$ cat config.mk
export PLATFORM = sky130hd
export DESIGN_NAME = dbg_cfg
export DESIGN_NICKNAME = d
export VERILOG_FILES = /design/src/hdl/density_blur_grayscale_top_assert.svh /design/src/hdl/dbg_pkg.sv /design/src/hdl/dbg_cfg.sv
export SDC_FILE = /design/constraint.sdc
export NUM_CORES = 1
export LEC_CHECK = 0
export ABC_AREA = 1
export BUFFER_PORTS_ARGS = -buffer_cell sky130_fd_sc_hd__clkbuf_2
export CAP_MARGIN = 5
export CORE_AREA = 2 2 106 108
export DETAILED_ROUTE_END_ITERATION = 7
export DIE_AREA = 0 0 108 110
export PLACE_DENSITY = 0.52
export SLEW_MARGIN = 40
export SYNTH_ARGS = -nofsm -noshare
export SYNTH_HDL_FRONTEND = slang
export SYNTH_SLANG_ARGS = --single-unit
$ cat constraint.sdc
create_clock -name clk -period 1.1 [get_ports clk]
set_input_delay 0.055 -clock clk [delete_from_list [all_inputs] [get_ports clk]]
set_output_delay 0.055 -clock clk [all_outputs]
set_load 0.02 [all_outputs]
$ cat src/hdl/density_blur_grayscale_top_assert.svh
// ----------------------------------------------------------------------------
// density_blur_grayscale_top_assert.svh
// Assertion macros for the blur/grayscale RTL.
// ----------------------------------------------------------------------------
`ifndef DENSITY_BLUR_GRAYSCALE_TOP_ASSERT_SVH
`define DENSITY_BLUR_GRAYSCALE_TOP_ASSERT_SVH
`ifndef NO_ASSERTIONS
`define DBG_ASSERT(lbl, prop, msg) \
	lbl: assert property (@(posedge clk) disable iff (!arst_n) (prop)) else $error(msg);
`define DBG_ASSERT_NXT(lbl, ante, cons, msg) \
	lbl: assert property (@(posedge clk) disable iff (!arst_n) (ante) |=> (cons)) else $error(msg);
`else
`define DBG_ASSERT(lbl, prop, msg)
`define DBG_ASSERT_NXT(lbl, ante, cons, msg)
`endif
`endif

$ cat src/hdl/dbg_pkg.sv
// ----------------------------------------------------------------------------
// dbg_pkg
// Widths, register map and types for the density blur/grayscale block.
// ----------------------------------------------------------------------------
package dbg_pkg;

	localparam int DENSITY_BITS = 20;
	localparam int SCALE_BITS   = 16;
	localparam int PROD_BITS    = DENSITY_BITS - 1 + SCALE_BITS;
	localparam int NORM_FRAC    = 24;
	localparam int NORM_BITS    = NORM_FRAC + 1;
	localparam int WEIGHT_BITS  = 8;
	localparam int KSUM_BITS    = 10;
	localparam int KSQ_BITS     = 2 * KSUM_BITS;
	localparam int TAP_BITS     = WEIGHT_BITS + NORM_BITS;
	localparam int ROW_BITS     = TAP_BITS + 2;
	localparam int COLP_BITS    = ROW_BITS + WEIGHT_BITS;
	localparam int NUM_BITS     = COLP_BITS + 2;
	localparam int DEN_BITS     = KSQ_BITS + NORM_FRAC;
	localparam int GRAY_BITS    = 8;
	localparam int X_BITS       = DEN_BITS + 1 + GRAY_BITS + 1;
	localparam int EDGE_BITS    = 4;
	localparam int TAPS         = 3;
	localparam int LANES        = TAPS * TAPS;
	localparam int CENTER_LANE  = LANES / 2;
	localparam int LATENCY      = 17;
	localparam int FIFO_DEPTH   = 32;
	localparam int PTR_BITS     = $clog2(FIFO_DEPTH);
	localparam int CNT_BITS     = PTR_BITS + 1;
	localparam int PADDR_BITS   = 5;
	localparam int PDATA_BITS   = 32;

	localparam logic [NORM_BITS-1:0] NORM_ONE = NORM_BITS'(1) << NORM_FRAC;
	localparam logic [GRAY_BITS-1:0] GRAY_MAX = '1;

	localparam logic [GRAY_BITS-1:0]   BLACK_RST = 8'd0;
	localparam logic                   BLUR_RST  = 1'b0;
	localparam logic [SCALE_BITS-1:0]  SCALE_RST = 16'd3277;
	localparam logic [WEIGHT_BITS-1:0] WB_RST    = 8'd1;
	localparam logic [WEIGHT_BITS-1:0] WM_RST    = 8'd2;
	localparam logic [WEIGHT_BITS-1:0] WA_RST    = 8'd1;
	localparam logic [KSUM_BITS-1:0]   KSUM_RST  = 10'd4;

	localparam int EDGE_LEFT   = 0;
	localparam int EDGE_RIGHT  = 1;
	localparam int EDGE_TOP    = 2;
	localparam int EDGE_BOTTOM = 3;

	typedef enum logic [2:0] {
		REG_BLACK_LEVEL   = 3'd0,
		REG_BLUR_ENABLE   = 3'd1,
		REG_VISUAL_SCALE  = 3'd2,
		REG_WEIGHT_BEFORE = 3'd3,
		REG_WEIGHT_MIDDLE = 3'd4,
		REG_WEIGHT_AFTER  = 3'd5,
		REG_KERNEL_SUM    = 3'd6
	} reg_idx_t;

	typedef struct packed {
		logic [GRAY_BITS-1:0]   black_level;
		logic                   blur_enable;
		logic [SCALE_BITS-1:0]  visual_scale;
		logic [WEIGHT_BITS-1:0] weight_before;
		logic [WEIGHT_BITS-1:0] weight_middle;
		logic [WEIGHT_BITS-1:0] weight_after;
		logic [KSUM_BITS-1:0]   kernel_sum;
	} cfg_t;

	typedef logic [NORM_BITS-1:0] norm_t;
	typedef norm_t [LANES-1:0] norm_win_t;

endpackage

$ cat src/hdl/dbg_cfg.sv
// ----------------------------------------------------------------------------
// dbg_cfg
// APB register file for level, scale, blur and kernel settings.
// ----------------------------------------------------------------------------
module dbg_cfg import dbg_pkg::*; (
	input  logic                  clk,
	input  logic                  arst_n,
	input  logic                  psel,
	input  logic                  penable,
	input  logic                  pwrite,
	input  logic [PADDR_BITS-1:0] paddr,
	input  logic [PDATA_BITS-1:0] pwdata,
	output logic [PDATA_BITS-1:0] prdata,
	output logic                  pready,
	output cfg_t                  cfg
);

	cfg_t     cfg_q;
	reg_idx_t idx;
	logic     wr_en;

	assign idx    = reg_idx_t'(paddr[PADDR_BITS-1:2]);
	assign wr_en  = psel & penable & pwrite;
	assign pready = 1'b1;
	assign cfg    = cfg_q;

	always_ff @(posedge clk or negedge arst_n) begin
		if (!arst_n) begin
			cfg_q.black_level   <= BLACK_RST;
			cfg_q.blur_enable   <= BLUR_RST;
			cfg_q.visual_scale  <= SCALE_RST;
			cfg_q.weight_before <= WB_RST;
			cfg_q.weight_middle <= WM_RST;
			cfg_q.weight_after  <= WA_RST;
			cfg_q.kernel_sum    <= KSUM_RST;
		end else if (wr_en) begin
			unique case (idx)
				REG_BLACK_LEVEL:   cfg_q.black_level   <= pwdata[GRAY_BITS-1:0];
				REG_BLUR_ENABLE:   cfg_q.blur_enable   <= pwdata[0];
				REG_VISUAL_SCALE:  cfg_q.visual_scale  <= pwdata[SCALE_BITS-1:0];
				REG_WEIGHT_BEFORE: cfg_q.weight_before <= pwdata[WEIGHT_BITS-1:0];
				REG_WEIGHT_MIDDLE: cfg_q.weight_middle <= pwdata[WEIGHT_BITS-1:0];
				REG_WEIGHT_AFTER:  cfg_q.weight_after  <= pwdata[WEIGHT_BITS-1:0];
				REG_KERNEL_SUM:    cfg_q.kernel_sum    <= pwdata[KSUM_BITS-1:0];
				default: ;
			endcase
		end
	end

	always_comb begin
		unique case (idx)
			REG_BLACK_LEVEL:   prdata = PDATA_BITS'(cfg_q.black_level);
			REG_BLUR_ENABLE:   prdata = PDATA_BITS'(cfg_q.blur_enable);
			REG_VISUAL_SCALE:  prdata = PDATA_BITS'(cfg_q.visual_scale);
			REG_WEIGHT_BEFORE: prdata = PDATA_BITS'(cfg_q.weight_before);
			REG_WEIGHT_MIDDLE: prdata = PDATA_BITS'(cfg_q.weight_middle);
			REG_WEIGHT_AFTER:  prdata = PDATA_BITS'(cfg_q.weight_after);
			REG_KERNEL_SUM:    prdata = PDATA_BITS'(cfg_q.kernel_sum);
			default:           prdata = '0;
		endcase
	end

endmodule

Word-level counts from Yosys, hierarchy flattened
Index checks and enable logic that the tools add are counted.
{"block": "totals", "output_inout_bits": 92, "register_bits": 59, "input_bits": 42, "wordCells": 24}
{"block": "op_classes", "n_reduce_logical": 8, "n_mux": 1, "n_bitwise": 2, "n_eq_ne": 6}
{"op": "$pmux 16 s7", "n": 1}
{"op": "$reduce_and 2->1", "n": 7}
{"op": "$eq 3x3->1 const B", "n": 3}
{"op": "$eq 3x2->1 const B", "n": 2}
{"op": "$eq 3x1->1 const B", "n": 1}
{"op": "$logic_not 3->1", "n": 1}
{"op": "$and 1x1->1", "n": 2}

Longest topological paths before layout
{"block": "depth", "ltp_word": 3, "depth_mapped": 9}

Least setup slack after synthesis
Ideal clock, no wire load.
{"block": "synth_timing", "kind": "flip-flop to output port", "start": "register cfg_q (netlist bit cfg[8])", "end": "output port prdata[8]", "path_slack_ps": 47, "t_arrival_ps": 998, "stages_incl_launch_ff": 3, "cell_sequence": "dfrtp_1 -> inv_1 -> o21ai_0"}
{"block": "synth_between", "elab_chain_len": 1}
{"item": "from (decl)", "line": "dbg_cfg.sv:18", "text": "cfg_t cfg_q;"}
{"item": "$pmux 16 s7", "line": "dbg_cfg.sv:51", "text": "unique case (idx)"}
{"item": "to (decl)", "line": "dbg_cfg.sv:13", "text": "output logic [PDATA_BITS-1:0] prdata,"}
No other way between the ends.

Worst setup path in the final report
{"block": "layout_timing", "start": "register cfg_q (netlist bit cfg[36])", "end": "output port prdata[2]"}
Same word-level chain as after synthesis.

==> impl_metrics.yaml <==
status:
  outcome: "finished with violations"
  violations: "setup timing"
logic_synthesis:
  synthesis.instances: 408
  synth_top_area_share_pct: 38.35
  yosysUniqueCellTypes: 22
  synth_area_mm2: 0.003132
  synth_warnings: 0
  synth_area_leaders: "dfrtp_1, nand2_1, dfstp_2, o21ai_0, nand3_1"
  seq_area_frac_synth_pct: 47.58
  synth_largest_area_cell: "dfrtp_1"
  yosys_register_bits: 59
  syn_area_per_cell_um2: 7.676
final_layout:
  diodes: 0
  area_growth_pct: 52.18
  final_nets: 604
  largest_reg_flops: 59
  layout_commonest_cell: "nand2_1"
  drive_above_1_share_pct: 37.39
  final_cell_mix: "nand2_1, clkbuf_2, buf_4, dfrtp_1, o21ai_0"
  post-route-util_pct: 44.55
drt:
  drt-initial-drc-count: 121
  drc: 0
  post_drt_wl_per_cell_um: 14.70
  vias: 3209
  via_per_inst: 4.539
  drtPass1Iterations: 7
  finalWirelength_um: 10400
  ant_nets: 0
sta:
  finClkSkew_ns: 0
  rsz0062_at_grt: "true"
  fmax_mhz: 729.4
  hold_ws_ns: 0.02824
  hold_viol: 0
  period_minus_slack_ns: 1.371
  fin_crit_sh_pct: 124.6
  slew_viol_final: 0
  finalSetupViolations: 18
  setup_ws_ns: -0.2710
global_routing:
  grt_first_pass_wirelength_um: 15720
  grt-busiest-layer: "met2"
  met3_usage_pct: 4.233
  grtUsageMet1_pct: 22.87
  antenna_found_initial: 0
  grt_max_degree: 60
  grt_pass1_vias: 2947
  track_usage_pct: 17.43
  grt_use_met2_pct: 28.17
  grt_overflow: 0
power:
  powerDensity_mw_per_mm2: 1689
  p_int_w: 0.005201
  power.total_w: 0.008049
  switching_share_pct: 35.38
  pwr-share-comb_pct: 35.4
  p_switching_w: 0.002848
  vdd_drop_max_mv: 0.7430
  clockPowerShare_pct: 27.4
  leakage_nw: 2.526
  p_seq_share_pct: 37.2
worst_setup_path:
  crit_top_cell: "inv_1"
  worst-path-buf-inv: 3
  arrival_ns: 1.32
  cp-start-kind: "register"
  max_stage_delay_ns: 0.54
  rr_endpoint: "cfg[26]"
  r2r_cells: 4
  critPathSlowestCell: "dfstp_2"
  rrSetupSlack_ns: 0.16
  cp-end-kind: "primary output"
  path_delay_family: "flip-flops"
  crit_type: "register to primary output"
  crit_fanout: 3
  cp_cell_sequence: "inv_1, o21ai_1, inv_1, nand2_1, clkbuf_8"
  required_ns: 1.04
  crit-reg2reg-launch: "cfg[26]"
floorplanning:
  rows: 38
  pin_count: 134
  die_area_mm2: 0.01188
  core_area_mm2: 0.01070
  fp.dieH_um: 110
  initial_utilization_pct: 29.27
  die_w_um: 108
cts:
  cts_sinks: 59
  numCtsBuffers: 9
  clk_pin_slew_ns: 0.08
  htree_num_levels: 3
  cts_tree: "yes"
  clock_latency_ns: 0.34
  clockBufferDepth: 2
  root_buffer: "clkbuf_8"
hold_path:
  hold_depth: 3
  hp-class: "primary input to register"
  holdCritStartpoint: "pwdata[2]"
  hold_end: "cfg[2]"
job:
  cap_violations: 0
placement:
  hpwl_um: 7301
  portBuffers: 98
  gp_congestion: 0.8660
## power by group through the flow
stage	clock network, W	registers (W)	logic [W]
after floorplan	0	0.00346	0.000733
after global placement	0	0.00303	0.00203
after detailed placement	0	0.00303	0.00205
after CTS	0.00225	0.00297	0.00254
after global routing	0.00236	0.00304	0.00309
final	0.00221	0.00300	0.00285
## synth_stat cells, drive strengths merged
master  number
nand2      143
o21ai       50
dfrtp       48
nand3       37
buf         33
nor2        27
inv         26
nand4       22
dfstp       11
clkbuf       6
a21oi        3
conb         2
## layout make-up
type / instances / area (um^2)
Fill cell: 1089 / 5932
Sequential cell: 59 / 1490
Timing Repair Buffer: 167 / 1399
Multi-Input combinational cell: 299 / 1383
Tap cell: 140 / 175.2
Clock buffer: 9 / 123.9
Inverter: 26 / 102.6
Clock inverter: 7 / 92.59
## tightest hold or removal path: stages
cell	delay [ns]
clkbuf_2	0.17
nand2_1	0.10
nand2_1	0.05
## cell families (layout without fill, tap and decap cells)
logic type	count (synthesis)	count (layout)	share of synthesized area (%)
DFF	59	59	47.58
other	2	17	0.2398
buffers and inverters	65	209	11.11
AOI/OAI and AO/OA	53	53	8.470
and+or+nand+nor	229	229	32.60
## worst max path at each step
stage	start	endpoint	cells past startpoint
final	cfg[36]	prdata[2]	5
after global routing	cfg[2]	prdata[2]	5
after CTS	cfg[2]	prdata[2]	5
after detailed placement	paddr[2]	cfg[48]	7
after global placement	paddr[2]	cfg[38]	7
after floorplan	cfg[8]	prdata[8]	2
## metrics by stage
stage          instances  setup TNS, ns  area (um^2)  worst slack [ns]
2_1_floorplan        423              0         3188           0.04687
3_3_place_gp         654         -1.773         3869          -0.08584
3_5_place_dp         654         -3.168         3869           -0.1273
4_1_cts              699         -2.872         4526           -0.2824
5_1_grt              707         -3.626         4766           -0.3375
6_report             707         -2.538         4766           -0.2710
## layer usage
metal	share of wire (%)	vias to the layer above
met3	5.9	15
met5	0	-
met1	44	1491
li1	-	1596
met2	49	107
met4	1.5	0
## repair_timing
action	4_1_cts	5_1_grt
cloned	0	0
buffers inserted	19	12
setup endpoints to repair	25	41
resized for setup	51	88
pin swaps	18	13
endpoints found under the hold margin	60	0
hold buffers	10	0
No activity file was read; power rests on OpenSTA's default activity.
