## src/hdl/density_blur_grayscale_top_assert.svh

```systemverilog
// ----------------------------------------------------------------------------
// density_blur_grayscale_top_assert.svh
// Assertion macros for the blur/grayscale RTL.
// ----------------------------------------------------------------------------
`ifndef DENSITY_BLUR_GRAYSCALE_TOP_ASSERT_SVH
`define DENSITY_BLUR_GRAYSCALE_TOP_ASSERT_SVH
`ifndef NO_ASSERTIONS
`define DBG_ASSERT(lbl, prop, msg) \
	lbl: assert property (@(posedge clk) disable iff (!arst_n) (prop)) else $error(msg);
`define DBG_ASSERT_NXT(lbl, ante, cons, msg) \
	lbl: assert property (@(posedge clk) disable iff (!arst_n) (ante) |=> (cons)) else $error(msg);
`else
`define DBG_ASSERT(lbl, prop, msg)
`define DBG_ASSERT_NXT(lbl, ante, cons, msg)
`endif
`endif

```

## src/hdl/dbg_pkg.sv

```systemverilog
// ----------------------------------------------------------------------------
// dbg_pkg
// Widths, register map and types for the density blur/grayscale block.
// ----------------------------------------------------------------------------
package dbg_pkg;

	localparam int DENSITY_BITS = 20;
	localparam int SCALE_BITS   = 16;
	localparam int PROD_BITS    = DENSITY_BITS - 1 + SCALE_BITS;
	localparam int NORM_FRAC    = 24;
	localparam int NORM_BITS    = NORM_FRAC + 1;
	localparam int WEIGHT_BITS  = 8;
	localparam int KSUM_BITS    = 10;
	localparam int KSQ_BITS     = 2 * KSUM_BITS;
	localparam int TAP_BITS     = WEIGHT_BITS + NORM_BITS;
	localparam int ROW_BITS     = TAP_BITS + 2;
	localparam int COLP_BITS    = ROW_BITS + WEIGHT_BITS;
	localparam int NUM_BITS     = COLP_BITS + 2;
	localparam int DEN_BITS     = KSQ_BITS + NORM_FRAC;
	localparam int GRAY_BITS    = 8;
	localparam int X_BITS       = DEN_BITS + 1 + GRAY_BITS + 1;
	localparam int EDGE_BITS    = 4;
	localparam int TAPS         = 3;
	localparam int LANES        = TAPS * TAPS;
	localparam int CENTER_LANE  = LANES / 2;
	localparam int LATENCY      = 17;
	localparam int FIFO_DEPTH   = 32;
	localparam int PTR_BITS     = $clog2(FIFO_DEPTH);
	localparam int CNT_BITS     = PTR_BITS + 1;
	localparam int PADDR_BITS   = 5;
	localparam int PDATA_BITS   = 32;

	localparam logic [NORM_BITS-1:0] NORM_ONE = NORM_BITS'(1) << NORM_FRAC;
	localparam logic [GRAY_BITS-1:0] GRAY_MAX = '1;

	localparam logic [GRAY_BITS-1:0]   BLACK_RST = 8'd0;
	localparam logic                   BLUR_RST  = 1'b0;
	localparam logic [SCALE_BITS-1:0]  SCALE_RST = 16'd3277;
	localparam logic [WEIGHT_BITS-1:0] WB_RST    = 8'd1;
	localparam logic [WEIGHT_BITS-1:0] WM_RST    = 8'd2;
	localparam logic [WEIGHT_BITS-1:0] WA_RST    = 8'd1;
	localparam logic [KSUM_BITS-1:0]   KSUM_RST  = 10'd4;

	localparam int EDGE_LEFT   = 0;
	localparam int EDGE_RIGHT  = 1;
	localparam int EDGE_TOP    = 2;
	localparam int EDGE_BOTTOM = 3;

	typedef enum logic [2:0] {
		REG_BLACK_LEVEL   = 3'd0,
		REG_BLUR_ENABLE   = 3'd1,
		REG_VISUAL_SCALE  = 3'd2,
		REG_WEIGHT_BEFORE = 3'd3,
		REG_WEIGHT_MIDDLE = 3'd4,
		REG_WEIGHT_AFTER  = 3'd5,
		REG_KERNEL_SUM    = 3'd6
	} reg_idx_t;

	typedef struct packed {
		logic [GRAY_BITS-1:0]   black_level;
		logic                   blur_enable;
		logic [SCALE_BITS-1:0]  visual_scale;
		logic [WEIGHT_BITS-1:0] weight_before;
		logic [WEIGHT_BITS-1:0] weight_middle;
		logic [WEIGHT_BITS-1:0] weight_after;
		logic [KSUM_BITS-1:0]   kernel_sum;
	} cfg_t;

	typedef logic [NORM_BITS-1:0] norm_t;
	typedef norm_t [LANES-1:0] norm_win_t;

endpackage

```

## src/hdl/dbg_map.sv

```systemverilog
// ----------------------------------------------------------------------------
// dbg_map
// Gray mapping: black + round-half-up(num * (255 - black) / den), with a
// pipelined restoring divider, one quotient bit per stage.
// ----------------------------------------------------------------------------
module dbg_map import dbg_pkg::*; (
	input  logic                 clk,
	input  logic [DEN_BITS-1:0]  num,
	input  logic [DEN_BITS-1:0]  den,
	input  cfg_t                 cfg,
	output logic [GRAY_BITS-1:0] gray
);

	logic [GRAY_BITS-1:0] span;
	logic [X_BITS-1:0]    rem_s [GRAY_BITS];
	logic [DEN_BITS:0]    dv_s  [GRAY_BITS];
	logic [GRAY_BITS-1:0] quo_s [GRAY_BITS+1];
	logic [GRAY_BITS-1:0] gray_s17;

	assign span = GRAY_MAX - cfg.black_level;

	// dividend 2*num*span + den over divisor 2*den
	always_ff @(posedge clk) begin
		rem_s[0] <= ((X_BITS'(num) << 1) * X_BITS'(span)) + X_BITS'(den);
		dv_s[0]  <= {den, 1'b0};
		quo_s[0] <= '0;
	end

	for (genvar i = 0; i < GRAY_BITS; i++) begin : g_div
		logic [X_BITS-1:0] trial;
		logic              ge;

		assign trial = X_BITS'(dv_s[i]) << (GRAY_BITS - 1 - i);
		assign ge    = rem_s[i] >= trial;

		always_ff @(posedge clk) begin
			quo_s[i+1] <= {quo_s[i][GRAY_BITS-2:0], ge};
		end

		if (i < GRAY_BITS - 1) begin : g_carry
			always_ff @(posedge clk) begin
				rem_s[i+1] <= ge ? (rem_s[i] - trial) : rem_s[i];
				dv_s[i+1]  <= dv_s[i];
			end
		end
	end

	always_ff @(posedge clk) begin
		gray_s17 <= cfg.black_level + quo_s[GRAY_BITS];
	end

	assign gray = gray_s17;

endmodule

```

## config.mk

```make
export PLATFORM = sky130hd
export DESIGN_NAME = dbg_map
export DESIGN_NICKNAME = d
export VERILOG_FILES = /design/src/hdl/density_blur_grayscale_top_assert.svh /design/src/hdl/dbg_pkg.sv /design/src/hdl/dbg_map.sv
export SDC_FILE = /design/constraint.sdc
export NUM_CORES = 2
export LEC_CHECK = 0
export BUFFER_PORTS_ARGS = -buffer_cell sky130_fd_sc_hd__buf_2
export CAP_MARGIN = 0
export CORE_ASPECT_RATIO = 0.6
export CORE_MARGIN = 1.5
export CORE_UTILIZATION = 29
export CTS_CLUSTER_SIZE = 30
export DETAILED_ROUTE_END_ITERATION = 6
export HOLD_SLACK_MARGIN = 0.06
export PLACE_DENSITY = 0.53
export SYNTH_ARGS = -nofsm -noshare
export SYNTH_HDL_FRONTEND = slang
export SYNTH_SLANG_ARGS = --single-unit
```

## constraint.sdc

```tcl
create_clock -name clk -period 10.66 [get_ports clk]
set_clock_uncertainty 0.2 [all_clocks]
set_input_delay 0.533 -clock clk [delete_from_list [all_inputs] [get_ports clk]]
set_output_delay 0.533 -clock clk [all_outputs]
set_load 0.02 [all_outputs]
```

# Word-level counts from Yosys, hierarchy flattened

Memories as Yosys holds them, arrays and structs flattened.
Index checks and enable logic that the tools add are counted.

$lt $le $gt $ge: 8
Multipliers: 1
Add/sub/neg operators: 10
Muxes and demuxes: 7

Operators with widths:

| kind                | number |
|---|---|
| $mux 54             | 7 |
| $add 53x44->54      | 1 |
| $ge 54x45->1        | 1 |
| $ge 54x46->1        | 1 |
| $ge 54x47->1        | 1 |
| $ge 54x48->1        | 1 |
| $ge 54x49->1        | 1 |
| $ge 54x50->1        | 1 |
| $ge 54x51->1        | 1 |
| $ge 54x52->1        | 1 |
| $sub 54x46->54      | 1 |
| $sub 54x47->54      | 1 |
| $sub 54x48->54      | 1 |
| $sub 54x49->54      | 1 |
| $sub 54x50->54      | 1 |
| $sub 54x51->54      | 1 |
| $sub 54x52->54      | 1 |
| $mul 44x8->52       | 1 |
| $add 8x8->8         | 1 |
| $sub 8x8->8 const A | 1 |

Input port bits: 148
Memories: 3
Register bits: 8
Memory bits (writable): 864

Memory list:

| name  | depth | bits a word | read ports | clocked after memory_dff | write ports | line          | source |
|---|---|---|---|---|---|---|---|
| rem_s | 8     | 54          | 8          | 0                        | 8           | dbg_map.sv:15 | `logic [X_BITS-1:0] rem_s [GRAY_BITS];` |
| dv_s  | 8     | 45          | 8          | 0                        | 8           | dbg_map.sv:16 | `logic [DEN_BITS:0] dv_s [GRAY_BITS];` |
| quo_s | 9     | 8           | 9          | 0                        | 9           | dbg_map.sv:17 | `logic [GRAY_BITS-1:0] quo_s [GRAY_BITS+1];` |

# Depth between registers and ports, before layout

Depth in word-level cells: 3
Mapped depth: 34
Gate-level depth less buffers: 32

# Worst setup path before layout

Ideal clock, no wire load.

Path kind: input to register
Start point: input cfg[58] in the netlist's numbering
End point: memory rem_s[0][49] in the netlist's numbering
Library setup time: 0.129 ns
Path buffers: 2
Arrival time: 7.399 ns
Data required time: 10.331 ns
Path slack: 2.931 ns
Stages: 33
Cells stage by stage: clkbuf_1 -> clkbuf_1 -> nand2b_1 -> fa_1 -> fa_1 -> inv_1 -> fa_1 -> inv_1 -> fa_1 -> inv_1 -> ha_1 -> a21o_1 -> a221oi_2 -> o31ai_2 -> nand4_1 -> nand2_1 -> a21boi_0 -> o21ai_0 -> a31oi_1 -> o31ai_1 -> xnor2_1 -> ha_1 -> a21oi_1 -> o21ai_0 -> a21oi_1 -> o21ai_0 -> a22oi_1 -> a21o_1 -> o21ai_0 -> a21o_1 -> a221oi_1 -> nor2_1 -> xor2_1

RTL lines:

| item               | line          | source |
|---|---|---|
| start: declaration | dbg_map.sv:10 | `input cfg_t cfg,` |
| end: declaration   | dbg_map.sv:15 |  |

==> results.json <==
{
  "synth.cell_area_sq_um": 53500,
  "port-buffer-count": 104,
  "max_freq_mhz": 115,
  "finish.instance_area_sq_um": 59700,
  "post_route_cells_drive_above_1_share_pct": 5.80,
  "totalWireLength_um": 155000,
  "initialDrtViolationCount": 3619,
  "asyncSetResetFlopFracSynth_pct": 0,
  "cp-end-kind": "flop",
  "drt-wirelength-per-cell_um": 17.7,
  "final_net_count": 7109,
  "ioPinCount": 156,
  "floorplan.initialDensity_pct": 29.4,
  "dp_hpwl_um": 127000,
  "grt_setup_unrepaired": "false",
  "synth-seq-cells": 820,
  "max_cap_violations": 0,
  "cp_data_arrival_time_ps": 9060,
  "area_growth_syn_to_layout_pct": 11.6,
  "routed_via_density": 4.92,
  "placementRows": 121,
  "period_share_pct": 81.7,
  "mappedNetlistNets": 7033,
  "clock_path_buffers": 3,
  "worstReg2RegStart": "dv_s[0][134]",
  "global_route.overflow_total": 0,
  "critPathCapture": "rem_s[0][48]",
  "number_of_antenna_violations_at_the_first_check_in_global_routing": 8,
  "timing.setup.critical_path_class": "input port to flop",
  "setup_total_negative_slack_ps": 0,
  "cts_max_level": 3,
  "tritoncts.num_buffers": 80,
  "cp-start-kind": "input port",
  "largest_stage_delay_worst_path_ps": 690,
  "drc": 0,
  "tritoncts": "yes",
  "worst_r2r_endpoint": "rem_s[0][172]",
  "worstPathRequired_ps": 11010,
  "dominantRegCellSynth": "sky130_fd_sc_hd__dfxtp_1",
  "report.final.slew_viol_count": 0,
  "hold_path.class": "flop to flop",
  "place_area_sq_um": 56600,
  "finalHoldViolations": 0,
  "r2r_setup_slack_ps": 4200,
  "max_slew.worst_pin.slew_ps": 1370,
  "outcome": "completed",
  "insertion_delay_ps": 690,
  "gp_routability_congestion": 0.981,
  "design.die.area_sq_um": 187000,
  "grt_first_pass_wirelength_um": 240000,
  "cts.reportedPaths.clkPinSlew_ps": 60,
  "synth-warning-count": 0,
  "overall_fraction_of_global_route_tracks_in_use_pct": 16.4,
  "synth.yosys.seq_area_share_pct": 30.7,
  "grt_pass1_vias": 40500,
  "post_route_antenna_net_violation_count": 0,
  "crit_path_start": "cfg[57]",
  "num_vias": 43000,
  "grt_start_max_net_pins": 90,
  "slew_headroom_pct": 8.62,
  "height_of_the_die_um": 336,
  "finalCriticalPeriod_ps": 8700,
  "syn_area_per_cell_sq_um": 8.71,
  "ctsResizeCount": 0,
  "synth_cells": 6142,
  "cpMaxStageDelayCell": "sky130_fd_sc_hd__a221oi_1",
  "count_of_distinct_cell_types_in_the_synthesized_netlist": 93,
  "fp.coreArea_sq_um": 182000,
  "path_common_cell": "sky130_fd_sc_hd__fa_1",
  "ctsRootBufferMaster": "sky130_fd_sc_hd__clkbuf_16",
  "cts.repair_timing.setup_buffer_count": 0,
  "crit_fanout": 28,
  "finalNonFillerCells": 8742,
  "numPlacedInstances": 8552,
  "r2r_cells": 11,
  "finalSetupViolCount": 0,
  "number_of_iterations_in_the_first_detailed_routing_pass": 6,
  "post_synth_edffs": 0,
  "floorplan.die.width_um": 558,
  "clock_sinks": 820
}
[stage by stage]
| step | setup slack [ps] | utilization [%] | hold slack [ps] |
|---|---|---|---|
| detailed placement | 1440 | 31.0 | 112 |
| global route | 1230 | 32.8 | 131 |
| global placement | 1440 | 31.0 | 113 |
| CTS | 2140 | 32.8 | 128 |
| finish | 1960 | 32.8 | 128 |
| floorplan | 2930 | - | 110 |
[registers in the layout (all words and copies together), names as in the netlist]
signal	cells
rem_s	432
dv_s	344
quo_s	36
gray	8
[critical path, delay by kind of cell]
family                   cells  cell delay [ps]
AO/OA/AOI/OAI               13             3440
buffers and inverters        4              760
XOR/XNOR                     2              360
AND/OR/NAND/NOR              6             1190
adder cells (fa/ha/maj)      6             2720
[cells in the final DEF, fill, tap and decap left out, types with 12 or more instances in the layout]
master / Yosys / final
sky130_fd_sc_hd__a211oi_1: 44 / 44
sky130_fd_sc_hd__a21boi_0: 16 / 16
sky130_fd_sc_hd__a21o_1: 254 / 254
sky130_fd_sc_hd__a21oi_1: 457 / 456
sky130_fd_sc_hd__a31oi_1: 54 / 54
sky130_fd_sc_hd__and2_1: 28 / 28
sky130_fd_sc_hd__and3_1: 54 / 54
sky130_fd_sc_hd__and4_1: 12 / 12
sky130_fd_sc_hd__buf_2: 28 / 104
sky130_fd_sc_hd__buf_4: 1 / 24
sky130_fd_sc_hd__clkbuf_16: 0 / 80
sky130_fd_sc_hd__clkinv_2: 0 / 19
sky130_fd_sc_hd__dfxtp_1: 820 / 820
sky130_fd_sc_hd__dlygate4sd3_1: 0 / 44
sky130_fd_sc_hd__fa_1: 261 / 261
sky130_fd_sc_hd__ha_1: 482 / 482
sky130_fd_sc_hd__inv_1: 738 / 738
sky130_fd_sc_hd__mux2_2: 41 / 41
sky130_fd_sc_hd__mux2i_1: 16 / 16
sky130_fd_sc_hd__nand2_1: 463 / 463
sky130_fd_sc_hd__nand2b_1: 121 / 121
sky130_fd_sc_hd__nand3_1: 94 / 94
sky130_fd_sc_hd__nand4_1: 79 / 79
sky130_fd_sc_hd__nor2_1: 275 / 275
sky130_fd_sc_hd__nor2b_1: 317 / 317
sky130_fd_sc_hd__nor3_1: 70 / 70
sky130_fd_sc_hd__nor4_1: 43 / 39
sky130_fd_sc_hd__o2111ai_1: 14 / 14
sky130_fd_sc_hd__o211ai_1: 29 / 29
sky130_fd_sc_hd__o21a_1: 51 / 50
sky130_fd_sc_hd__o21ai_0: 387 / 387
sky130_fd_sc_hd__o21ai_1: 21 / 21
sky130_fd_sc_hd__o21bai_1: 61 / 61
sky130_fd_sc_hd__o31ai_1: 34 / 34
sky130_fd_sc_hd__or2_2: 16 / 16
sky130_fd_sc_hd__or3_1: 16 / 16
sky130_fd_sc_hd__xnor2_1: 225 / 225
sky130_fd_sc_hd__xor2_1: 169 / 169
[worst min-delay path by stage]
stage | to | depth (start not counted) | slack [ps] | start
2_1_floorplan | quo_s[0][17] | 0 | 110 | quo_s[0][8]
3_3_place_gp | quo_s[0][44] | 0 | 110 | quo_s[0][35]
3_5_place_dp | quo_s[0][69] | 0 | 110 | quo_s[0][60]
4_1_cts | quo_s[0][69] | 0 | 130 | quo_s[0][60]
5_1_grt | quo_s[0][69] | 0 | 130 | quo_s[0][60]
6_report | quo_s[0][69] | 0 | 130 | quo_s[0][60]
[synth_stat cells, types with 11 or more instances]
cell type	instances	area share, %
sky130_fd_sc_hd__o31a_1	11	0.18
sky130_fd_sc_hd__o21a_1	51	0.72
sky130_fd_sc_hd__nand4_1	79	0.92
sky130_fd_sc_hd__or4_1	11	0.15
sky130_fd_sc_hd__nor2b_1	317	3.7
sky130_fd_sc_hd__and4_1	12	0.20
sky130_fd_sc_hd__buf_2	28	0.26
sky130_fd_sc_hd__xnor2_1	225	3.7
sky130_fd_sc_hd__xor2_1	169	2.8
sky130_fd_sc_hd__o2111ai_1	14	0.23
sky130_fd_sc_hd__a21boi_0	16	0.22
sky130_fd_sc_hd__nor3_1	70	0.65
sky130_fd_sc_hd__or2_2	16	0.19
sky130_fd_sc_hd__and2_1	28	0.33
sky130_fd_sc_hd__a21oi_1	457	4.3
sky130_fd_sc_hd__a21o_1	254	3.6
sky130_fd_sc_hd__fa_1	261	9.8
sky130_fd_sc_hd__ha_1	482	11
sky130_fd_sc_hd__o211ai_1	29	0.41
sky130_fd_sc_hd__dfxtp_1	820	31
sky130_fd_sc_hd__nand3_1	94	0.88
sky130_fd_sc_hd__o21ai_1	21	0.20
sky130_fd_sc_hd__a31oi_1	54	0.63
sky130_fd_sc_hd__nor2_1	275	1.9
sky130_fd_sc_hd__nand2_1	463	3.2
sky130_fd_sc_hd__a211oi_1	44	0.62
sky130_fd_sc_hd__nor4_1	43	0.50
sky130_fd_sc_hd__nand2b_1	121	1.4
sky130_fd_sc_hd__a221oi_1	11	0.18
sky130_fd_sc_hd__o31ai_1	34	0.48
sky130_fd_sc_hd__o21ai_0	387	3.6
sky130_fd_sc_hd__mux2_2	41	0.86
sky130_fd_sc_hd__mux2i_1	16	0.30
sky130_fd_sc_hd__or3_1	16	0.19
sky130_fd_sc_hd__inv_1	738	5.2
sky130_fd_sc_hd__a31o_2	11	0.18
sky130_fd_sc_hd__o21bai_1	61	0.86
sky130_fd_sc_hd__and3_1	54	0.63
sky130_fd_sc_hd__clkbuf_1	137	0.96
[metal layers]
layer	global-route usage [%]	part of all wire (%)	up-vias
li1	-	-	21000
met1	27.1	54	20600
met2	19.6	34	1284
met3	5.54	11	132
met4	2.24	1.1	8
met5	1.14	0.23	-
[cells by family after synthesis]
| kind of cell | synth area share [%] |
|---|---|
| fa+ha+maj | 21.0 |
| simple gates | 15.5 |
| compound gates | 18.5 |
| xor+xnor | 6.45 |
| buf+inv | 6.60 |
| mux | 1.19 |
| flops | 30.7 |
[layout make-up]
class / count / area (sq um)
Fill cell: 19200 / 123000
Multi-Input combinational cell: 4404 / 33600
Sequential cell: 820 / 16400
Tap cell: 2460 / 3080
Inverter: 740 / 2780
Clock buffer: 102 / 2190
Timing Repair Buffer: 172 / 1140
Clock inverter: 42 / 514
Antenna cell: 2 / 5.00
[what timing repair did]
item	4_1_cts	5_1_grt
setup endpoints to repair	0	0
endpoints found under the hold margin	48	0
hold buffers	44	0
Power is left out: the tool's default activity adds up to more than one toggle a clock period on the data nets, which glitch-free logic cannot reach.
