--- src/hdl/density_blur_grayscale_top_assert.svh ---
// ----------------------------------------------------------------------------
// density_blur_grayscale_top_assert.svh
// Assertion macros for the blur/grayscale RTL.
// ----------------------------------------------------------------------------
`ifndef DENSITY_BLUR_GRAYSCALE_TOP_ASSERT_SVH
`define DENSITY_BLUR_GRAYSCALE_TOP_ASSERT_SVH
`ifndef NO_ASSERTIONS
`define DBG_ASSERT(lbl, prop, msg) \
	lbl: assert property (@(posedge clk) disable iff (!arst_n) (prop)) else $error(msg);
`define DBG_ASSERT_NXT(lbl, ante, cons, msg) \
	lbl: assert property (@(posedge clk) disable iff (!arst_n) (ante) |=> (cons)) else $error(msg);
`else
`define DBG_ASSERT(lbl, prop, msg)
`define DBG_ASSERT_NXT(lbl, ante, cons, msg)
`endif
`endif

--- src/hdl/dbg_pkg.sv ---
// ----------------------------------------------------------------------------
// dbg_pkg
// Widths, register map and types for the density blur/grayscale block.
// ----------------------------------------------------------------------------
package dbg_pkg;

	localparam int DENSITY_BITS = 20;
	localparam int SCALE_BITS   = 16;
	localparam int PROD_BITS    = DENSITY_BITS - 1 + SCALE_BITS;
	localparam int NORM_FRAC    = 24;
	localparam int NORM_BITS    = NORM_FRAC + 1;
	localparam int WEIGHT_BITS  = 8;
	localparam int KSUM_BITS    = 10;
	localparam int KSQ_BITS     = 2 * KSUM_BITS;
	localparam int TAP_BITS     = WEIGHT_BITS + NORM_BITS;
	localparam int ROW_BITS     = TAP_BITS + 2;
	localparam int COLP_BITS    = ROW_BITS + WEIGHT_BITS;
	localparam int NUM_BITS     = COLP_BITS + 2;
	localparam int DEN_BITS     = KSQ_BITS + NORM_FRAC;
	localparam int GRAY_BITS    = 8;
	localparam int X_BITS       = DEN_BITS + 1 + GRAY_BITS + 1;
	localparam int EDGE_BITS    = 4;
	localparam int TAPS         = 3;
	localparam int LANES        = TAPS * TAPS;
	localparam int CENTER_LANE  = LANES / 2;
	localparam int LATENCY      = 17;
	localparam int FIFO_DEPTH   = 32;
	localparam int PTR_BITS     = $clog2(FIFO_DEPTH);
	localparam int CNT_BITS     = PTR_BITS + 1;
	localparam int PADDR_BITS   = 5;
	localparam int PDATA_BITS   = 32;

	localparam logic [NORM_BITS-1:0] NORM_ONE = NORM_BITS'(1) << NORM_FRAC;
	localparam logic [GRAY_BITS-1:0] GRAY_MAX = '1;

	localparam logic [GRAY_BITS-1:0]   BLACK_RST = 8'd0;
	localparam logic                   BLUR_RST  = 1'b0;
	localparam logic [SCALE_BITS-1:0]  SCALE_RST = 16'd3277;
	localparam logic [WEIGHT_BITS-1:0] WB_RST    = 8'd1;
	localparam logic [WEIGHT_BITS-1:0] WM_RST    = 8'd2;
	localparam logic [WEIGHT_BITS-1:0] WA_RST    = 8'd1;
	localparam logic [KSUM_BITS-1:0]   KSUM_RST  = 10'd4;

	localparam int EDGE_LEFT   = 0;
	localparam int EDGE_RIGHT  = 1;
	localparam int EDGE_TOP    = 2;
	localparam int EDGE_BOTTOM = 3;

	typedef enum logic [2:0] {
		REG_BLACK_LEVEL   = 3'd0,
		REG_BLUR_ENABLE   = 3'd1,
		REG_VISUAL_SCALE  = 3'd2,
		REG_WEIGHT_BEFORE = 3'd3,
		REG_WEIGHT_MIDDLE = 3'd4,
		REG_WEIGHT_AFTER  = 3'd5,
		REG_KERNEL_SUM    = 3'd6
	} reg_idx_t;

	typedef struct packed {
		logic [GRAY_BITS-1:0]   black_level;
		logic                   blur_enable;
		logic [SCALE_BITS-1:0]  visual_scale;
		logic [WEIGHT_BITS-1:0] weight_before;
		logic [WEIGHT_BITS-1:0] weight_middle;
		logic [WEIGHT_BITS-1:0] weight_after;
		logic [KSUM_BITS-1:0]   kernel_sum;
	} cfg_t;

	typedef logic [NORM_BITS-1:0] norm_t;
	typedef norm_t [LANES-1:0] norm_win_t;

endpackage

--- src/hdl/dbg_lane.sv ---
// ----------------------------------------------------------------------------
// dbg_lane
// One sample lane: scale by visual_scale, clamp to [0, 1.0] in Q.24.
// ----------------------------------------------------------------------------
module dbg_lane import dbg_pkg::*; (
	input  logic                           clk,
	input  logic signed [DENSITY_BITS-1:0] sample,
	input  logic [SCALE_BITS-1:0]          scale,
	output norm_t                          norm
);

	logic                 pos_s1;
	logic [PROD_BITS-1:0] prod_s1;
	norm_t                norm_s2;

	always_ff @(posedge clk) begin
		pos_s1  <= !sample[DENSITY_BITS-1] && (|sample);
		prod_s1 <= PROD_BITS'(sample[DENSITY_BITS-2:0]) * PROD_BITS'(scale);
	end

	always_ff @(posedge clk) begin
		if (!pos_s1) begin
			norm_s2 <= '0;
		end else if (prod_s1 > PROD_BITS'(NORM_ONE)) begin
			norm_s2 <= NORM_ONE;
		end else begin
			norm_s2 <= prod_s1[NORM_BITS-1:0];
		end
	end

	assign norm = norm_s2;

endmodule

--- config.mk ---
export PLATFORM = sky130hd
export DESIGN_NAME = dbg_lane
export DESIGN_NICKNAME = d
export VERILOG_FILES = /design/src/hdl/density_blur_grayscale_top_assert.svh /design/src/hdl/dbg_pkg.sv /design/src/hdl/dbg_lane.sv
export SDC_FILE = /design/constraint.sdc
export NUM_CORES = 1
export LEC_CHECK = 0
export ABC_AREA = 1
export BUFFER_PORTS_ARGS = -buffer_cell sky130_fd_sc_hd__buf_2
export CAP_MARGIN = 20
export CORE_UTILIZATION = 50
export CTS_BUF_LIST = sky130_fd_sc_hd__clkbuf_8
export DETAILED_ROUTE_END_ITERATION = 10
export HOLD_SLACK_MARGIN = 0.03
export PLACE_DENSITY = 0.7
export RECOVER_POWER = 50
export SYNTH_ARGS = -nofsm -noshare
export SYNTH_HDL_FRONTEND = slang
export SYNTH_SLANG_ARGS = --single-unit
--- constraint.sdc ---
create_clock -name clk -period 5.7 [get_ports clk]
set_input_delay 1.14 -clock clk [delete_from_list [all_inputs] [get_ports clk]]
set_output_delay 1.14 -clock clk [all_outputs]
set_load 0.01 [all_outputs]
After elaboration in Yosys (flattened, before gate mapping)
Cells that the tools add are included.
- bits in registers: 61
- output and inout port bits: 25
- bits of input ports: 37
- word-level logic and storage cells: 12
- $lt $le $gt $ge: 1
- reduce and logical (&&, ||, !) cells: 4
- multiplexer cells: 1
- multipliers: 1
- bitwise logic cells: 1
- operators by type and width (cell ; number):
    $gt 35x25->1 const B ; 1
    $mul 19x16->35 ; 1
    $mux 25 ; 1
    $reduce_or 20->1 ; 1
    $reduce_or 2->1 ; 1
    $logic_and 1x1->1 ; 1
    $logic_not 1->1 ; 1
    $not 1->1 ; 1

Logic depth before layout (Yosys ltp)
Gate-level depths: netlist of run 1.
- depth after elaboration: 2
- mapped depth: 27

Worst setup path before layout of run 1
No wires, ideal clock.
- kind: input to register
- start point: input sample[7]
- end point: register prod_s1[32]
- path buffers: 2
- slack: -0.340 ns
- library setup time: 0.112 ns
- stages: 23
- arrival: 5.928 ns
- path through: clkbuf_1 -> clkbuf_1 -> nand2_1 -> fa_1 -> inv_1 -> fa_1 -> inv_1 -> fa_1 -> inv_1 -> fa_1 -> fa_1 -> inv_1 -> fa_1 -> inv_1 -> ha_1 -> nand2_1 -> nor2_1 -> and2_1 -> nand2_1 -> nand2_1 -> nand2_1 -> nand3_1 -> nand2_1
- cells in the longest elaborated chain, start to end: 1
- ends and longest elaborated chain (item ; RTL line ; text):
    start, declared ; dbg_lane.sv:7 ; input logic signed [DENSITY_BITS-1:0] sample,
    $mul 19x16->35 ; dbg_lane.sv:18 ; prod_s1 <= PROD_BITS'(sample[DENSITY_BITS-2:0]) * PROD_BITS'(scale);
    end signal, assigned ; dbg_lane.sv:18 ;
    end, declared ; dbg_lane.sv:13 ; logic [PROD_BITS-1:0] prod_s1;
No other way between the ends.
A chain may end at the register's enable or synchronous reset.

Final worst setup path of run 1
- start point: input scale[3]
- end point: register prod_s1[12]
- cells in the longest elaborated chain, start to end: 1
- ends and longest elaborated chain (item ; RTL line ; text):
    start, declared ; dbg_lane.sv:8 ; input logic [SCALE_BITS-1:0] scale,
    $mul 19x16->35 ; dbg_lane.sv:18 ;
No other way between the ends.

==> results of run 1 <==
-- cell families after synthesis --
kind of cell | synth area share, %
buf+inv | 18.5
fa+ha+maj | 48.2
simple gates | 21.4
flops | 9.71
compound gates | 0.975
xor+xnor | 1.25
-- Yosys cell counts --
master | n | area share, %
dfxtp_1 | 61 | 9.7
nor2_4 | 2 | 0.18
a21oi_1 | 20 | 0.80
a21o_1 | 1 | 0.060
nor4_4 | 1 | 0.17
nand2_1 | 542 | 16
nor2_1 | 51 | 1.5
o21bai_1 | 1 | 0.060
nand3b_1 | 1 | 0.060
and2_1 | 1 | 0.050
fa_1 | 236 | 38
inv_1 | 544 | 16
nor2_2 | 18 | 0.90
nand4_1 | 11 | 0.55
nand3_1 | 29 | 1.2
ha_1 | 107 | 11
clkbuf_1 | 61 | 1.8
nor3_1 | 4 | 0.16
xnor2_1 | 3 | 0.21
buf_1 | 9 | 0.27
nand3_4 | 1 | 0.14
buf_6 | 2 | 0.18
nor4_1 | 3 | 0.15
or2_4 | 1 | 0.070
xor2_1 | 15 | 1.0
a21boi_0 | 1 | 0.060
or2_1 | 2 | 0.099
-- registers in the layout, indices dropped and copies added, names as in the netlist --
| signal | cells |
|---|---|
| norm | 25 |
| pos_s1 | 1 |
| prod_s1 | 35 |
-- through the flow --
step                      instance area, um2  hold slack (ns)  util, %  setup TNS (ns)  worst slack (ns)
after CTS                              14100            0.437     57.8               0          0.000500
after floorplan                        12900            0.416        -        -0.00639          -0.00639
after global placement                 13900            0.428     56.9           -6.83            -0.388
after detailed placement               13900            0.428     56.9           -7.13            -0.413
after global routing                   14500            0.466     59.1         -0.0466           -0.0183
final                                  14500            0.437     59.1               0             0.159
-- cell usage in the layout, fill, tap and decap left out, drive strengths merged, types with 2 or more instances in the layout --
cell / count
nor4: 4
nor3: 4
nand3: 30
nand4: 11
dfxtp: 61
clkinv: 2
clkbuf: 26
nand2: 542
xor2: 15
ha: 107
xnor2: 3
a21oi: 20
or2: 3
inv: 546
fa: 236
nor2: 71
buf: 150
-- path summary, 6_finish.rpt --
kind,from,endpoint,slack (ns),cells past startpoint
max reg2reg,prod_s1[2]$_DFF_P_,norm[9]$_SDFF_PP0_,3.46,7
min,prod_s1[5]$_DFF_P_,norm[5]$_SDFF_PP0_,0.44,2
max,scale[3],prod_s1[12]$_DFF_P_,0.16,20
min reg2reg,prod_s1[5]$_DFF_P_,norm[5]$_SDFF_PP0_,0.44,2
-- area by class of cell --
type	count	area [um2]	area share [%]
Clock buffer	10	138	0.951
Clock inverter	6	55.1	0.381
Inverter	544	2040	14.1
Multi-Input combinational cell	1051	9350	64.6
Sequential cell	61	1220	8.44
Tap cell	324	405	2.80
Timing Repair Buffer	166	1260	8.68
-- worst register-to-register path, delay by kind of cell, from the launching register on --
family / cells / cell delay, ns
flip-flops: 1 / 0.30
buffers and inverters: 1 / 0.08
AND/OR/NAND/NOR: 6 / 1.76
-- layer usage --
| layer | share of wire [%] | up-vias | routed length (um) | track usage, % |
|---|---|---|---|---|
| li1 | - | 4988 | - | - |
| met1 | 42 | 4979 | 12200 | 30.0 |
| met2 | 51 | 204 | 15100 | 45.8 |
| met3 | 4.0 | 54 | 1170 | 3.10 |
| met4 | 3.0 | 0 | 889 | 8.10 |
| met5 | 0 | - | 0 | 0 |
-- repair_timing --
| item | 4_1_cts | 5_1_grt |
|---|---|---|
| setup endpoints to repair | 8 | 22 |
| pin swaps | 0 | 26 |
| gates resized for setup | 7 | 128 |
==> summary.md, run 1 <==
| Metric | Value |
|---|---|
| IO Pins | `62` |
| Final period util | `97.2%` |
| Worst hold path type | `reg2reg` |
| Critical path required time | `5.94 ns` |
| Layout area overhead | `15.0%` |
| First-pass GRT wire length | `51,300 um` |
| Peak Freq | `0.180 GHz` |
| Die width | `161 um` |
| IO buf count | `61` |
| Die height | `161 um` |
| Pins Over Slew Limit | `0` |
| Synthesized area per cell | `7.28 um2` |
| Htree depth | `3` |
| Clk pin slew, worst setup/hold paths | `0.07 ns` |
| CTS Hold Bufs | `0` |
| Final WL | `29,400 um` |
| Clock Tree Buf Depth | `2` |
| Die footprint | `25,800 um2` |
| Pin count of the biggest net entering global routing | `25` |
| # fillers | `2,254` |
| Crit path top cell by count | `fa_1` |
| Post-synthesis sequential area ratio | `9.71%` |
| Critical path buffer and inverter count | `7` |
| Flops & latches, synth | `61` |
| Setup violators final | `0` |
| Final Hold Violating Endpoints | `0` |
| Total GRT Usage | `24.9%` |
| Mapped cell area | `12,600 um2` |
| Initial antenna violation count | `0` |
| Pre-antenna DRT Iters | `5` |
| Startpoint Class | `input port` |
| TritonCTS buffer count | `9` |
| Synth warnings | `0` |
| CTS tree | `done` |
| Tmin final | `5.54 ns` |
| Synth Instances | `1,728` |
| Synth cell types | `27` |
| Core area | `24,500 um2` |
| Post-CTS Setup Bufs | `0` |
| Total placed cells including tap cells | `2,146` |
| Clk_lat worst skew | `0.33 ns` |
| Fin Clk Skew | `0.00970 ns` |
| Worst Setup End Kind | `flop` |
| Via density per instance | `4.73` |
| Critical path's slowest cell | `fa_1` |
| Crit-path cells | `clkbuf_4 > nand2_1 > fa_1 > fa_1 > inv_1 > fa_1 > inv_1 > fa_1 > fa_1 > fa_1 > inv_1 > ha_4 > nand2_1 > inv_1 > nand2_1 > nand2_1 > inv_1 > nand3_1 > buf_4 > xor2_1` |
| Antenna viol nets, final | `0` |
| Synth Net Count | `2,108` |
| N_diodes | `0` |
| CTS Root Cell | `clkbuf_8` |
| Crit path largest cell delay | `0.57 ns` |
| Max cap viols | `0` |
| Vias in the first global route | `11,100` |
| Setup CP Type | `in2reg` |
| Placer Congestion | `0.895` |
| DP HPWL | `25,600 um` |
| Vias | `10,200` |
| Starting density of the core | `51.4%` |
| Crit-path max FO | `11` |
| CTS sink cnt | `61` |
| Initial DRC count | `508` |
| Gr ovfl total | `0` |
| Rows | `57` |
| Layout cells sized above 1 | `14.2%` |
| Slew @ Worst Pin | `1.36 ns` |
| Critical path's top delay family | `adder cells` |
| CP Data Arrival Time | `5.78 ns` |
| RSZ-0062 raised after global routing | `true` |
| Routed WL per cell | `13.6 um` |
| Fin cells | `2,162` |
| Status | `complete, no violations` |
| DRC Markers | `0` |
| Final #Nets | `2,213` |
| Relative slew slack | `9.09%` |
Power of run 1 is left out: the tool's default activity adds up to more than one toggle a clock period on the data nets, which glitch-free logic cannot reach.
==> run 2, diff against run 1 <==
--- a/config.mk
+++ b/config.mk
@@ -9,7 +9,6 @@
 export BUFFER_PORTS_ARGS = -buffer_cell sky130_fd_sc_hd__buf_2
 export CAP_MARGIN = 20
 export CORE_UTILIZATION = 50
-export CTS_BUF_LIST = sky130_fd_sc_hd__clkbuf_8
 export DETAILED_ROUTE_END_ITERATION = 10
 export HOLD_SLACK_MARGIN = 0.03
 export PLACE_DENSITY = 0.7
==> summary.md, run 2 (synthesis results as in run 1) <==
| Metric | Value |
|---|---|
| Status | `complete, no violations` |
| Peak Freq | `0.180 GHz` |
| First-pass GRT wire length | `51,400 um` |
| Pins Over Slew Limit | `0` |
| Placer Congestion | `0.895` |
| Worst Setup End Kind | `flop` |
| Via density per instance | `4.72` |
| Startpoint Class | `input port` |
| Layout cells sized above 1 | `14.6%` |
| # fillers | `2,219` |
| Pin count of the biggest net entering global routing | `25` |
| CTS sink cnt | `61` |
| WHS | `0.438 ns` |
| Relative slew slack | `9.10%` |
| Vias | `10,200` |
| Hold Crit Depth | `2` |
| Antenna viol nets, final | `0` |
| Critical path required time | `5.91 ns` |
| Total placed cells including tap cells | `2,146` |
| Fin Clk Skew | `0.00733 ns` |
| Clock Tree Buf Depth | `2` |
| Layout area overhead | `16.5%` |
| Tmin final | `5.55 ns` |
| Starting density of the core | `51.4%` |
| Total GRT Usage | `24.9%` |
| Vias in the first global route | `11,100` |
| Die footprint | `25,800 um2` |
| Final Hold Violating Endpoints | `0` |
| DRC Markers | `0` |
| Setup violators final | `0` |
| N_diodes | `0` |
| Most frequent cells in the layout | `inv_1 (536), nand2_1 (512), fa_1 (231)` |
| TritonCTS buffer count | `9` |
| RSZ-0062 raised after global routing | `true` |
| CTS Hold Bufs | `0` |
| Max cap viols | `0` |
| Rows | `57` |
| CP Data Arrival Time | `5.75 ns` |
| Critical path's slowest cell | `fa_1` |
| IO Pins | `62` |
| Die height | `161 um` |
| Final period util | `97.3%` |
| Fin cells | `2,163` |
| Routed WL per cell | `13.7 um` |
| Crit-path max FO | `6` |
| Crit-path cells | `buf_8 > nand2_2 > fa_1 > inv_1 > fa_1 > inv_1 > fa_1 > inv_1 > fa_1 > fa_1 > inv_1 > fa_1 > inv_1 > ha_4 > nand2_2 > inv_2 > nand2_2 > inv_2 > a21oi_2 > nand2_2 > buf_4 > xor2_1` |
| Gr ovfl total | `0` |
| Crit path top cell by count | `fa_1` |
| Clk_lat worst skew | `0.32 ns` |
| DP HPWL | `25,600 um` |
| Post-placement cell area | `13,900 um2` |
| Cell area after layout | `14,700 um2` |
| Pre-antenna DRT Iters | `5` |
| Max reg flops | `35` |
| CTS Root Cell | `clkbuf_16` |
| CTS tree | `done` |
| R2R depth | `4` |
| Reg with most FFs | `prod_s1` |
| Htree depth | `3` |
| IO buf count | `61` |
| Core area | `24,500 um2` |
| Final #Nets | `2,214` |
| Slew @ Worst Pin | `1.36 ns` |
| Initial DRC count | `484` |
| Clk pin slew, worst setup/hold paths | `0.05 ns` |
| Worst hold path type | `reg2reg` |
| Post-layout util | `59.9%` |
| Initial antenna violation count | `0` |
| Setup CP Type | `in2reg` |
| Final WL | `29,600 um` |
| Commonest non-fill, non-tap cell in the layout | `inv_1` |
| Die width | `161 um` |
| Crit path largest cell delay | `0.53 ns` |
## run 2: cell types whose count changed in the layout (fill, tap and decap cells not counted), sizes merged
cell / before / now
clkbuf: 26 / 27
buf: 150 / 152
inv: 546 / 544
## run 2: path summary, 6_finish.rpt
| kind | slack [ns] | to | start |
|---|---|---|---|
| max | 0.15 | prod_s1[17]$_DFF_P_ | sample[7] |
| min | 0.44 | norm[5]$_SDFF_PP0_ | prod_s1[5]$_DFF_P_ |
| max reg2reg | 3.44 | norm[9]$_SDFF_PP0_ | prod_s1[25]$_DFF_P_ |
| min reg2reg | 0.44 | norm[5]$_SDFF_PP0_ | prod_s1[5]$_DFF_P_ |
## run 2: worst max-delay path: cells and delay by family
family | cells | cell delay, ns
xor gates and xnor gates | 1 | 0.13
AOI/OAI and AO/OA | 1 | 0.15
and+or+nand+nor | 4 | 0.38
adders and majority gates | 7 | 3.28
buffers and inverters | 9 | 0.66
## run 2: layout make-up
class / instances / area (um2) / share of cell area (%)
Clock buffer: 12 / 246 / 1.68
Clock inverter: 4 / 47.5 / 0.324
Inverter: 544 / 2040 / 13.9
Multi-Input combinational cell: 1051 / 9380 / 64.0
Sequential cell: 61 / 1220 / 8.33
Tap cell: 324 / 405 / 2.77
Timing Repair Buffer: 167 / 1310 / 8.96
## run 2: metal layers
| layer | GRT usage [%] | share of wire [%] |
|---|---|---|
| met1 | 30.0 | 42 |
| met2 | 45.8 | 52 |
| met3 | 2.94 | 3.5 |
| met4 | 8.44 | 3.2 |
| met5 | 0 | 0 |
## run 2: through the flow
step                      setup TNS [ns]  setup WS (ns)
after CTS                              0       0.000349
after global routing             -0.0723        -0.0246
after detailed placement           -7.13         -0.413
after floorplan                 -0.00639       -0.00639
final                                  0          0.154
after global placement             -6.83         -0.388
## run 2: timing repair
| item | in CTS | in global routing |
|---|---|---|
| setup buffers | 0 | 1 |
| setup endpoints to repair | 11 | 22 |
| pin swaps | 0 | 35 |
| resized for setup | 11 | 145 |
| endpoints found under the hold margin | 0 | 0 |
Power of run 2 is left out for the same reason.
